**src/design/rpas_pkg.sv**
```systemverilog
package rpas_pkg;

   localparam int ACTORS_DEF = 1024;
   localparam int COUNT_BITS_DEF = 24;
   localparam int ID_BITS = 10;
   localparam int TIME_BITS = 32;
   localparam int SCORE_BITS = 18;
   localparam int FRAC_BITS = 16;
   localparam int QUEUE_DEPTH = 2;

   typedef struct packed {
      logic sampled;
      logic control;
      logic [TIME_BITS-1:0] event_time;
      logic [ID_BITS-1:0] sender_id;
      logic [ID_BITS-1:0] target_id;
   } req_type;

   typedef struct packed {
      logic [SCORE_BITS-1:0] score;
      logic bad_denominator;
   } rsp_type;

   typedef enum logic [1:0] {
      ST_CLEAR,
      ST_IDLE,
      ST_DIVIDE,
      ST_OUTPUT
   } back_state_type;

endpackage

```
**src/design/rpas_front.sv**
```systemverilog
// Front: accepts requests, reduces ids modulo ACTORS, queues them.
module rpas_front #(
   parameter int ACTORS = rpas_pkg::ACTORS_DEF
) (
   input  logic clock,
   input  logic reset,
   input  logic req_valid,
   output logic req_stall,
   input  rpas_pkg::req_type req_data,
   output logic q_valid,
   input  logic q_take,
   output rpas_pkg::req_type q_data
);
   localparam int DEPTH = rpas_pkg::QUEUE_DEPTH;
   localparam int PW = $clog2(DEPTH);
   // reciprocal for the id fold; exact for every id below 2^ID_BITS
   localparam int RK = rpas_pkg::ID_BITS + $clog2(ACTORS);
   localparam int RM = ((1 << RK) + ACTORS - 1) / ACTORS;

   rpas_pkg::req_type mem_ff [DEPTH];
   logic [PW-1:0] wp_ff, wp_in, rp_ff, rp_in;
   logic [PW:0] cnt_ff, cnt_in;
   rpas_pkg::req_type norm;
   logic push;

   function automatic logic [rpas_pkg::ID_BITS-1:0] fold(
      input logic [rpas_pkg::ID_BITS-1:0] id);
      logic [31:0] quo;
      logic [31:0] rem;
      quo = (32'(id) * 32'(RM)) >> RK;
      rem = 32'(id) - quo * 32'(ACTORS);
      return rpas_pkg::ID_BITS'(rem);
   endfunction

   always_comb begin
      norm = req_data;
      norm.sender_id = fold(req_data.sender_id);
      norm.target_id = fold(req_data.target_id);
   end

   assign req_stall = (cnt_ff == (PW+1)'(DEPTH));
   assign push = req_valid && !req_stall;
   assign q_valid = (cnt_ff != '0);
   assign q_data = mem_ff[rp_ff];

   always_comb begin
      wp_in = push ? wp_ff + 1'b1 : wp_ff;
      rp_in = q_take ? rp_ff + 1'b1 : rp_ff;
      cnt_in = cnt_ff + (PW+1)'(push) - (PW+1)'(q_take);
   end

   always_ff @(posedge clock) begin
      if (reset) begin
         wp_ff <= '0;
         rp_ff <= '0;
         cnt_ff <= '0;
      end else begin
         wp_ff <= wp_in;
         rp_ff <= rp_in;
         cnt_ff <= cnt_in;
      end
      if (push) mem_ff[wp_ff] <= norm;
   end

   a_cnt: assert property (@(posedge clock) disable iff (reset)
      cnt_ff <= (PW+1)'(DEPTH)) else $error("queue overfill");
   a_take: assert property (@(posedge clock) disable iff (reset)
      q_take |-> q_valid) else $error("take from empty queue");
   a_push: assert property (@(posedge clock) disable iff (reset)
      push && !q_take |=> cnt_ff == $past(cnt_ff) + 1'b1) else $error("count slip");
endmodule

```
**config.mk**
```make
export PLATFORM = sky130hd
export DESIGN_NAME = rpas_front
export DESIGN_NICKNAME = d
export VERILOG_FILES = /design/src/design/rpas_pkg.sv /design/src/design/rpas_front.sv
export SDC_FILE = /design/constraint.sdc
export NUM_CORES = 1
export LEC_CHECK = 0
export ABC_AREA = 0
export BUFFER_PORTS_ARGS = -buffer_cell sky130_fd_sc_hd__buf_2
export CORE_UTILIZATION = 40
export DETAILED_ROUTE_END_ITERATION = 7
export PLACE_DENSITY_LB_ADDON = 0.1
export SYNTH_ARGS = -nofsm -noshare
export SYNTH_HDL_FRONTEND = slang
export SYNTH_SLANG_ARGS = --single-unit
```
**constraint.sdc**
```tcl
create_clock -name clock -period 2.89 [get_ports clock]
set_clock_uncertainty 0.05 [all_clocks]
set_input_delay 0.289 -clock clock [delete_from_list [all_inputs] [get_ports clock]]
set_output_delay 0.289 -clock clock [all_outputs]
set_load 0.01 [all_outputs]
```
==> summary.md, run 1 <==
| Metric | Value |
|---|---|
| Status | completed |
| Gate count after technology mapping | 194 |
| Mean instance size in the synthesized netlist | 21.4 um^2 |
| Number of vias per cell | 4.43 |
| Fin. max-slew vios | 0 |
| Least-Margin Pin Slew | 586 ps |
| MaxCap Viol Count | 0 |
| Total clock buffers created by CTS | 17 |
| Worst setup EP type | output pin |
| Sinks on Clock Net | 113 |
| Clock transition at the register clock pins on the worst setup and hold paths after CTS | 50 ps |
| Hold endpoint | rp_ff |
| Lkg Pwr | 2.30 nW |
| Hold Fails Final Rpt | 0 |
| Power per Cell Area | 763 mW/mm^2 |
| Postcts setup bufs | 0 |
| Insertion delay of the later-clocked pin in the worst-skew pair | 500 ps |
| Global-route congestion overflow total | 0 |
| Pin count of the biggest net entering global routing | 37 |
| CTS Buffer Depth | 2 |
| Detailed-routing iteration count for the pre-antenna-repair pass | 6 |
| Global placement routability congestion | 0.687 |
| Fin crit period | 2310 ps |
| CTS H-Tree Depth | 4 |
| Die Footprint | 0.0108 mm^2 |
| Nets in the synthesized netlist | 254 |
| Number of enable flip-flop cells after synthesis | 108 |
| Clock root buffer | sky130_fd_sc_hd__clkbuf_8 |
| Fraction of registers with async set/reset | 0% |
| Depth of the most critical reg-to-reg path | 5 |
| Core region area | 0.00991 mm^2 |
| Launch point of the worst hold path | q_take |
| Most common cell after layout, fill and taps aside | sky130_fd_sc_hd__buf_2 |
| Hold Path Depth | 3 |
| Wire length of the first global-routing pass | 12.2 mm |
| Utilization of the core after routing | 60.5% |
| Number of distinct library cell variants in the gate-level netlist after synthesis | 21 |
| Die Height | 104 um |
| Starting density of the core | 41.8% |
| Total detailed-routing wirelength | 7.57 mm |
| Worst setup path category | reg -> out |
| Worst max-slew margin expressed relative to the limit | 60.9% |
| Startpoint class of the critical path | flop |
| Cell area after synthesis | 0.00414 mm^2 |
| Initial antenna violation count | 0 |
| Yosys warnings | 0 |
| Buffers on Ports | 113 |
| Capture point of the worst reg-to-reg path | mem_ff[0][41] |
| Estimated wirelength of the detail-placed design | 4.59 mm |
| Count of routing violations after the opening detailed-route iteration | 86 |
| GRT Util Overall | 15.1% |
| Highest Clock Rate | 432 MHz |
| Min-Delay Path Class | in -> reg |
| CTS tree | done |
| Worst Path Required | 2550 ps |
| Vias after detailed routing | 2323 |
| DRT antenna net count | 0 |
| Vias in the first global route | 2470 |
| Number of nets in the final layout | 438 |
| Maximum fanout along the worst path | 36 |
| Placement Rows | 36 |
| Leading register cell type out of synthesis | sky130_fd_sc_hd__edfxtp_1 |
| Share of the clock period used by the worst path | 80.1% |
| Setup violation total in the final timing report | 0 |
| Post-route setup TNS | 0 ps |
| Layout cells sized above 1 | 52.2% |
| Maximum ir drop on the vdd rail | 0.466 mV |
| Wire length per cell | 14.4 um |
| Layout overhead on the synthesized area | 44.6% |
| Startpoint of the worst-slack reg-to-reg timing path | cnt_ff[0] |
| Yosys reg bits | 113 |
| Unrepaired setup endpoints after global routing | false |
| Number of antenna repair diodes | 0 |
| Commonest non-fill, non-tap cells in the layout | 113 x sky130_fd_sc_hd__buf_2, 108 x sky130_fd_sc_hd__edfxtp_1, 55 x sky130_fd_sc_hd__dlygate4sd3_1 |
| Worst path arrival time | 1980 ps |
| DRC viols | 0 |
| Share of synthesized area occupied by flip-flops and latches | 80.7% |
| Count of boundary I/O pins | 114 |
| Reg-to-reg slack, setup | 920 ps |
| Width of the chip | 104 um |
how the worst max path moves through the flow:
stage                         start             to  cells past startpoint
after floorplan           cnt_ff[0]   mem_ff[0][0]                      4
after global placement    cnt_ff[0]  mem_ff[0][31]                      5
after detailed placement  cnt_ff[0]  mem_ff[0][31]                      5
after CTS                      flop     q_data[24]                      3
after global routing           flop     q_data[24]                      3
final                          flop     q_data[24]                      3
synthesized netlist by cell type, types with 2 or more instances:
cell | count | share of area, %
sky130_fd_sc_hd__edfxtp_1 | 108 | 78
sky130_fd_sc_hd__mux2_2 | 54 | 15
sky130_fd_sc_hd__buf_6 | 5 | 1.4
sky130_fd_sc_hd__dfxtp_1 | 5 | 2.4
sky130_fd_sc_hd__inv_1 | 3 | 0.27
sky130_fd_sc_hd__nor2_1 | 3 | 0.27
sky130_fd_sc_hd__ha_1 | 2 | 0.60
kinds of logic (layout without fill, tap and decap cells):
logic type	count (synthesis)	in the layout	share of synthesized area (%)
adder cells (fa/ha/maj)	2	2	0.604
AND/OR/NAND/NOR	11	11	1.48
XOR/XNOR	2	2	0.423
multiplexers	54	54	14.7
AO/OA/AOI/OAI	2	2	0.241
flip-flops	113	113	80.7
buffers and inverters	10	207	1.90
layer usage:
metal | track usage (%) | routed length [um] | part of all wire [%] | up-vias
met1 | 17.3 | 3240 | 43 | 1113
met2 | 25.6 | 3820 | 50 | 74
met4 | 5.82 | 99 | 1.3 | 0
met3 | 5.79 | 407 | 5.4 | 10
li1 | - | - | - | 1126
met5 | 0 | 0 | 0 | -
worst max-delay path, cell delays in order (launching register included):
cell                      delay, ps
sky130_fd_sc_hd__dfxtp_2        640
sky130_fd_sc_hd__buf_12         300
sky130_fd_sc_hd__mux2_2         380
sky130_fd_sc_hd__buf_2          140
power by group:
| group | switching, mW | internal [mW] |
|---|---|---|
| Sequential | 0.0430 | 1.98 |
| Combinational | 0.290 | 0.294 |
| Clock | 0.666 | 1.30 |
area by class of cell:
cell class / count / area (um^2)
fillers: 784 / 3920
flip-flops and latches: 113 / 3340
repair buffers: 171 / 1180
multi-input cells: 71 / 722
clock buffers: 20 / 425
well taps: 133 / 166
clock inverters: 12 / 141
inverters: 4 / 15.0
sequential cells by signal (all words and copies together) (netlist names), named ones only:
signal	flops
rp_ff	1
cnt_ff	2
mem_ff	108
wp_ff	1
repair_timing:
| item | CTS | global route |
|---|---|---|
| endpoints found under the hold margin | 113 | 0 |
| resized for setup | 0 | 0 |
| hold buffers | 55 | 0 |
per-stage QoR:
stage	cells	setup WS [ps]	cell area, um^2	total power [mW]	hold WS, ps
floorplan	194	542	4140	2.36	308
global placement	437	897	4870	2.59	425
detailed placement	437	889	4870	2.59	431
CTS	524	516	5990	4.63	7.99
global route	524	446	5990	4.76	36.6
finish	524	576	5990	4.57	28.7
No activity file was read; power rests on OpenSTA's default activity.
==> run 2: changes to the inputs <==
- clock period: 2.89 -> 1.9 ns (I/O delays scaled with it)
==> summary.md, run 2 (synthesis results as in run 1) <==
| Metric | Value |
|---|---|
| Most common cell after layout, fill and taps aside | sky130_fd_sc_hd__buf_2 |
| Highest cell delay on the worst timing path | 380 ps |
| Net Switching | 1.52 mW |
| Clock share of power | 40.2% |
| Clock root buffer | sky130_fd_sc_hd__clkbuf_8 |
| Switching fraction of total power | 22.7% |
| Count of routing violations after the opening detailed-route iteration | 85 |
| Die Height | 104 um |
| Width of the chip | 104 um |
| Register share of total power | 45.7% |
| Sinks on Clock Net | 113 |
| MaxCap Viol Count | 0 |
| Wire length per cell | 14.7 um |
| Wire length of the first global-routing pass | 12.1 mm |
| Global placement routability congestion | 0.669 |
| GRT Util Overall | 15.0% |
| Unrepaired setup endpoints after global routing | false |
| Cell chain of the critical path | buf_12 > mux2_2 > buf_2 |
| Global routing's busiest layer | met2 |
| Commonest non-fill, non-tap cells in the layout | 113 x sky130_fd_sc_hd__buf_2, 108 x sky130_fd_sc_hd__edfxtp_1, 57 x sky130_fd_sc_hd__dlygate4sd3_1 |
| Pin count of the biggest net entering global routing | 34 |
| Storage cell area | 0.00334 mm^2 |
| Lkg Pwr | 2.30 nW |
| Worst path arrival time | 1580 ps |
| Grt met2 use | 25.9% |
| Total clock buffers created by CTS | 17 |
| Core region area | 0.00991 mm^2 |
| Total detailed-routing wirelength | 7.72 mm |
| Placement Rows | 36 |
| Depth of the most critical reg-to-reg path | 5 |
| Worst Path Required | 1660 ps |
| Vias after detailed routing | 2373 |
| Fin crit period | 1820 ps |
| Initial antenna violation count | 0 |
| Maximum ir drop on the vdd rail | 0.657 mV |
| Fin. max-slew vios | 0 |
| Postcts setup bufs | 0 |
| Maximum fanout along the worst path | 27 |
| Detailed-routing iteration count for the pre-antenna-repair pass | 4 |
| Layout cells sized above 1 | 52.3% |
| Hold Path Depth | 4 |
| Worst setup path category | reg -> out |
| Combinational fraction of design power | 14.1% |
| Global Route met1 Usage | 16.7% |
| Largest registers | mem_ff: 108 flops, cnt_ff: 2 flops |
| Int Power | 5.18 mW |
| Worst setup EP type | output pin |
| Count of boundary I/O pins | 114 |
| Global-route congestion overflow total | 0 |
| DRC viols | 0 |
| Share of the clock period used by the worst path | 95.7% |
| Post-route setup TNS | 0 ps |
| Number of nets in the final layout | 443 |
| Highest Clock Rate | 550 MHz |
| Area of the multi-input gates | 727 um^2 |
| Reg-to-reg slack, setup | 310 ps |
| Status | completed |
| Clock transition at the register clock pins on the worst setup and hold paths after CTS | 50 ps |
| Buffers on Ports | 113 |
| Hold endpoint | wp_ff |
| Vias in the first global route | 2569 |
| Fill cells | 822 |
| Global-route met3 utilization | 4.97% |
| Die Footprint | 0.0108 mm^2 |
| Startpoint of the worst-slack reg-to-reg timing path | cnt_ff[0] |
| Layout overhead on the synthesized area | 45.1% |
| Estimated wirelength of the detail-placed design | 4.63 mm |
| CTS Buffer Depth | 2 |
| DRT antenna net count | 0 |
| Slowest cell on crit path | sky130_fd_sc_hd__mux2_2 |
| Capture point of the worst reg-to-reg path | mem_ff[0][35] |
| Worst max-slew margin expressed relative to the limit | 80.0% |
| Insertion delay of the later-clocked pin in the worst-skew pair | 480 ps |
| CTS tree | done |
| Non-filler instance count after layout | 527 |
| Starting density of the core | 41.8% |
| Least-Margin Pin Slew | 299 ps |
| Min-Delay Path Class | in -> reg |
| Startpoint class of the critical path | flop |
| Largest reg by FF count | mem_ff |
| Number of cells in the design after placement | 440 |
| Hold Fails Final Rpt | 0 |
| Max reg flops | 108 |
| Launch point of the worst hold path | req_valid |
| Setup violation total in the final timing report | 0 |
| Power per Cell Area | 1110 mW/mm^2 |
| Number of vias per cell | 4.50 |
| CTS H-Tree Depth | 4 |
| Number of antenna repair diodes | 0 |
==> run 2: changes by cell type in the layout (fill, tap and decap cells not counted), sizes merged <==
cell         delta
inv             -1
clkinv          +2
clkbuf          -3
buf             +3
dlygate4sd3     +2
bufinv          -2
clkinvlp        +2
==> run 2: how the worst max path moves through the flow <==
stage,from,end
floorplan,cnt_ff[0],mem_ff[0][0]
finish,flop,q_data[43]
global placement,cnt_ff[0],mem_ff[0][33]
detailed placement,cnt_ff[0],mem_ff[0][33]
CTS,flop,q_data[23]
global route,flop,q_data[43]
==> run 2: power groups by stage <==
stage,registers [mW],logic [mW],clock network (mW)
global route,3.08,1.03,2.85
CTS,3.06,0.964,2.76
finish,3.06,0.946,2.69
floorplan,3.10,0.499,0
detailed placement,3.11,0.863,0
global placement,3.10,0.862,0
==> run 2: layout make-up <==
cell class / instances / area share (%)
clock buffer: 17 / 6.89
sequential: 113 / 55.6
multi-input combinational: 71 / 12.1
clock inverter: 13 / 1.64
tap: 133 / 2.77
inverter: 4 / 0.312
timing repair buffer: 176 / 20.7
==> run 2: worst max-delay path, delay by kind of cell, from the launching register on <==
family,cells,cell delay [ps]
muxes,1,380
DFF,1,370
buffers and inverters,2,340
==> run 2: routing by layer <==
| metal | wire [um] | part of all wire [%] |
|---|---|---|
| met1 | 3270 | 42 |
| met2 | 3990 | 52 |
| met3 | 363 | 4.7 |
| met4 | 92 | 1.2 |
| met5 | 0 | 0 |
==> run 2: stage by stage <==
step	power (mW)	utilization, %	setup slack [ps]	instance area [um^2]	hold WS [ps]
2_1_floorplan	3.60	-	14.4	4150	209
3_3_place_gp	3.97	49.6	335	4920	328
3_5_place_dp	3.98	49.6	320	4920	331
4_1_cts	6.79	60.6	4.87	6010	38.7
5_1_grt	6.96	60.7	6.05	6010	75.5
6_report	6.70	60.7	81.5	6010	69.7
==> run 2: timing repair <==
item                                    in CTS  in global routing
endpoints found under the setup margin      27                 25
gates resized for setup                      2                  1
hold endpoints to repair                   113                  0
hold buffers                                57                  0
==> run 3: changes to the inputs <==
--- a/config.mk
+++ b/config.mk
@@ -11,3 +11,4 @@
 export DETAILED_ROUTE_END_ITERATION = 7
-export PLACE_DENSITY_LB_ADDON = 0.1
+export GPL_ROUTABILITY_DRIVEN = 0
+export PLACE_DENSITY = 0.64
 export SYNTH_ARGS = -nofsm -noshare
==> constraint.sdc (replaced) <==
create_clock -name clock -period 1.9 [get_ports clock]
set_clock_uncertainty 0.05 [all_clocks]
set_input_delay 0.38 -clock clock [delete_from_list [all_inputs] [get_ports clock]]
set_output_delay 0.38 -clock clock [all_outputs]
set_load 0.01 [all_outputs]
==> summary.md, run 3 (synthesis results as in run 1) <==
| Metric | Value |
|---|---|
| Status | finished with violations |
| Failing checks | negative setup slack |
| Post-Place Cell Area | 0.00494 mm^2 |
| Fin crit period | 2010 ps |
| Slowest cell on crit path | sky130_fd_sc_hd__dfxtp_4 |
| CTS Buffer Depth | 2 |
| Number of nets in the final layout | 405 |
| Vias after detailed routing | 2237 |
| Width of the chip | 104 um |
| Die Height | 104 um |
| Fin area | 0.00571 mm^2 |
| Number of cells in the design after placement | 440 |
| Wire length per cell | 14.3 um |
| Estimated wirelength of the detail-placed design | 4.33 mm |
| Power per Cell Area | 1190 mW/mm^2 |
| Fill cells | 787 |
| Hold Path Depth | 1 |
| Total clock buffers created by CTS | 17 |
| Initial antenna violation count | 0 |
| Sinks on Clock Net | 113 |
| Unrepaired setup endpoints after global routing | true |
| Cell chain of the critical path | buf_12 > mux2_2 > buf_2 |
| Vias in the first global route | 2321 |
| Pin count of the biggest net entering global routing | 28 |
| Clock transition at the register clock pins on the worst setup and hold paths after CTS | 50 ps |
| Minimum setup slack in the final design | -108 ps |
| Launch point of the worst hold path | req_data[21] |
| Detailed-routing iteration count for the pre-antenna-repair pass | 4 |
| Maximum fanout along the worst path | 27 |
| Post-route setup TNS | -4500 ps |
| Fin. max-slew vios | 0 |
| Lkg Pwr | 2.19 nW |
| Core region area | 0.00991 mm^2 |
| GRT Util Overall | 13.7% |
| Worst Path Required | 1470 ps |
| Met2 Routed Length | 3.52 mm |
| Storage cell area | 0.00335 mm^2 |
| Worst setup EP type | output pin |
| Number of vias per cell | 4.56 |
| Commonest non-fill, non-tap cells in the layout | 110 x sky130_fd_sc_hd__buf_2, 108 x sky130_fd_sc_hd__edfxtp_1, 51 x sky130_fd_sc_hd__mux2_2 |
| Insertion delay of the later-clocked pin in the worst-skew pair | 500 ps |
| Top metal layer carrying routed signals | met4 |
| Largest registers | mem_ff: 108 flops, cnt_ff: 2 flops |
| Setup violation total in the final timing report | 54 |
| Largest reg by FF count | mem_ff |
| Count of boundary I/O pins | 114 |
| Capture point of the worst reg-to-reg path | cnt_ff[1] |
| Clock root buffer | sky130_fd_sc_hd__clkbuf_8 |
| Non-filler instance count after layout | 491 |
| Layout cells sized above 1 | 57.8% |
| CTS tree | done |
| Worst setup path category | reg -> out |
| Total detailed-routing wirelength | 7.00 mm |
| Startpoint class of the critical path | flop |
| Maximum ir drop on the vdd rail | 0.558 mV |
| DRC viols | 0 |
| Post-route worst hold slack | 24.4 ps |
| Placement Rows | 36 |
| Worst max-slew margin expressed relative to the limit | 81.3% |
| DRT antenna net count | 0 |
| Highest cell delay on the worst timing path | 370 ps |
| Max reg flops | 108 |
| CTS H-Tree Depth | 4 |
| Place WS | 301 ps |
| Hold Fails Final Rpt | 0 |
| Least-Margin Pin Slew | 281 ps |
| Highest Clock Rate | 498 MHz |
| Reg-to-reg slack, setup | 330 ps |
| Die Footprint | 0.0108 mm^2 |
| Global-route congestion overflow total | 0 |
| Routed metal-1 wire length | 3.05 mm |
| Area of the multi-input gates | 738 um^2 |
| Wire length of the first global-routing pass | 11.0 mm |
| Buffers on Ports | 113 |
| Depth of the most critical reg-to-reg path | 8 |
| Worst path arrival time | 1580 ps |
| Number of antenna repair diodes | 0 |
| Hold endpoint | mem_ff[1][21] |
| Min-Delay Path Class | in -> reg |
| Share of the clock period used by the worst path | 106% |
| Startpoint of the worst-slack reg-to-reg timing path | cnt_ff[0] |
| Count of routing violations after the opening detailed-route iteration | 60 |
| Postcts setup bufs | 0 |
| Starting density of the core | 41.8% |
| MaxCap Viol Count | 0 |
| Met3 Routed Length | 382 um |
| Layout overhead on the synthesized area | 37.7% |
| Most common cell after layout, fill and taps aside | sky130_fd_sc_hd__buf_2 |
-- run 3: cell types whose count changed in the layout (fill, tap and decap cells not counted), moves of 2 or more --
cell	delta
sky130_fd_sc_hd__clkbuf_1	+4
sky130_fd_sc_hd__buf_2	-3
sky130_fd_sc_hd__dlygate4sd3_1	-38
sky130_fd_sc_hd__clkinv_2	+2
sky130_fd_sc_hd__buf_6	+3
sky130_fd_sc_hd__mux2_4	+3
sky130_fd_sc_hd__clkinv_1	-3
sky130_fd_sc_hd__clkinvlp_4	-4
sky130_fd_sc_hd__mux2_2	-3
sky130_fd_sc_hd__clkbuf_8	+4
-- run 3: repair_timing --
action / 4_1_cts / 5_1_grt
hold endpoints to repair: 34 / 2
hold buffers: 18 / 1
resized for setup: 5 / 2
setup endpoints to repair: 54 / 54
-- run 3: how the worst max path moves through the flow --
stage	startpoint	end	depth (start not counted)
CTS	flop	q_data[53]	3
finish	flop	q_data[1]	3
global route	flop	q_data[25]	3
floorplan	cnt_ff[0]	mem_ff[0][0]	4
global placement	req_valid	mem_ff[0][24]	5
detailed placement	cnt_ff[0]	cnt_ff[1]	8
-- run 3: per-layer routing --
metal / vias to the layer above / GRT usage [%]
li1: 1062 / -
met4: 0 / 7.65
met1: 1094 / 16.1
met3: 6 / 4.59
met2: 75 / 22.1
met5: - / 0
-- run 3: area by class of cell --
cell class | count | area share [%]
clock buffer | 25 | 8.48
inverter | 4 | 0.329
timing repair buffer | 138 | 15.7
clock inverter | 7 | 1.03
tap | 133 | 2.92
multi-input combinational | 71 | 12.9
sequential | 113 | 58.6
-- run 3: power breakdown --
part | internal [mW] | switching, mW
combinational | 0.450 | 0.446
sequential | 3.01 | 0.0555
clock | 1.85 | 0.970
-- run 3: metrics by stage --
step                total power [mW]  util (%)
floorplan                       3.60         -
global placement                3.96      49.9
detailed placement              3.98      49.9
CTS                             6.86      57.4
global route                    7.06      57.6
finish                          6.78      57.6
-- run 3: critical path, delay by kind of cell (launching register included) --
family	cells	cell delay (ps)
muxes	1	370
DFF	1	370
buffers and inverters	2	340
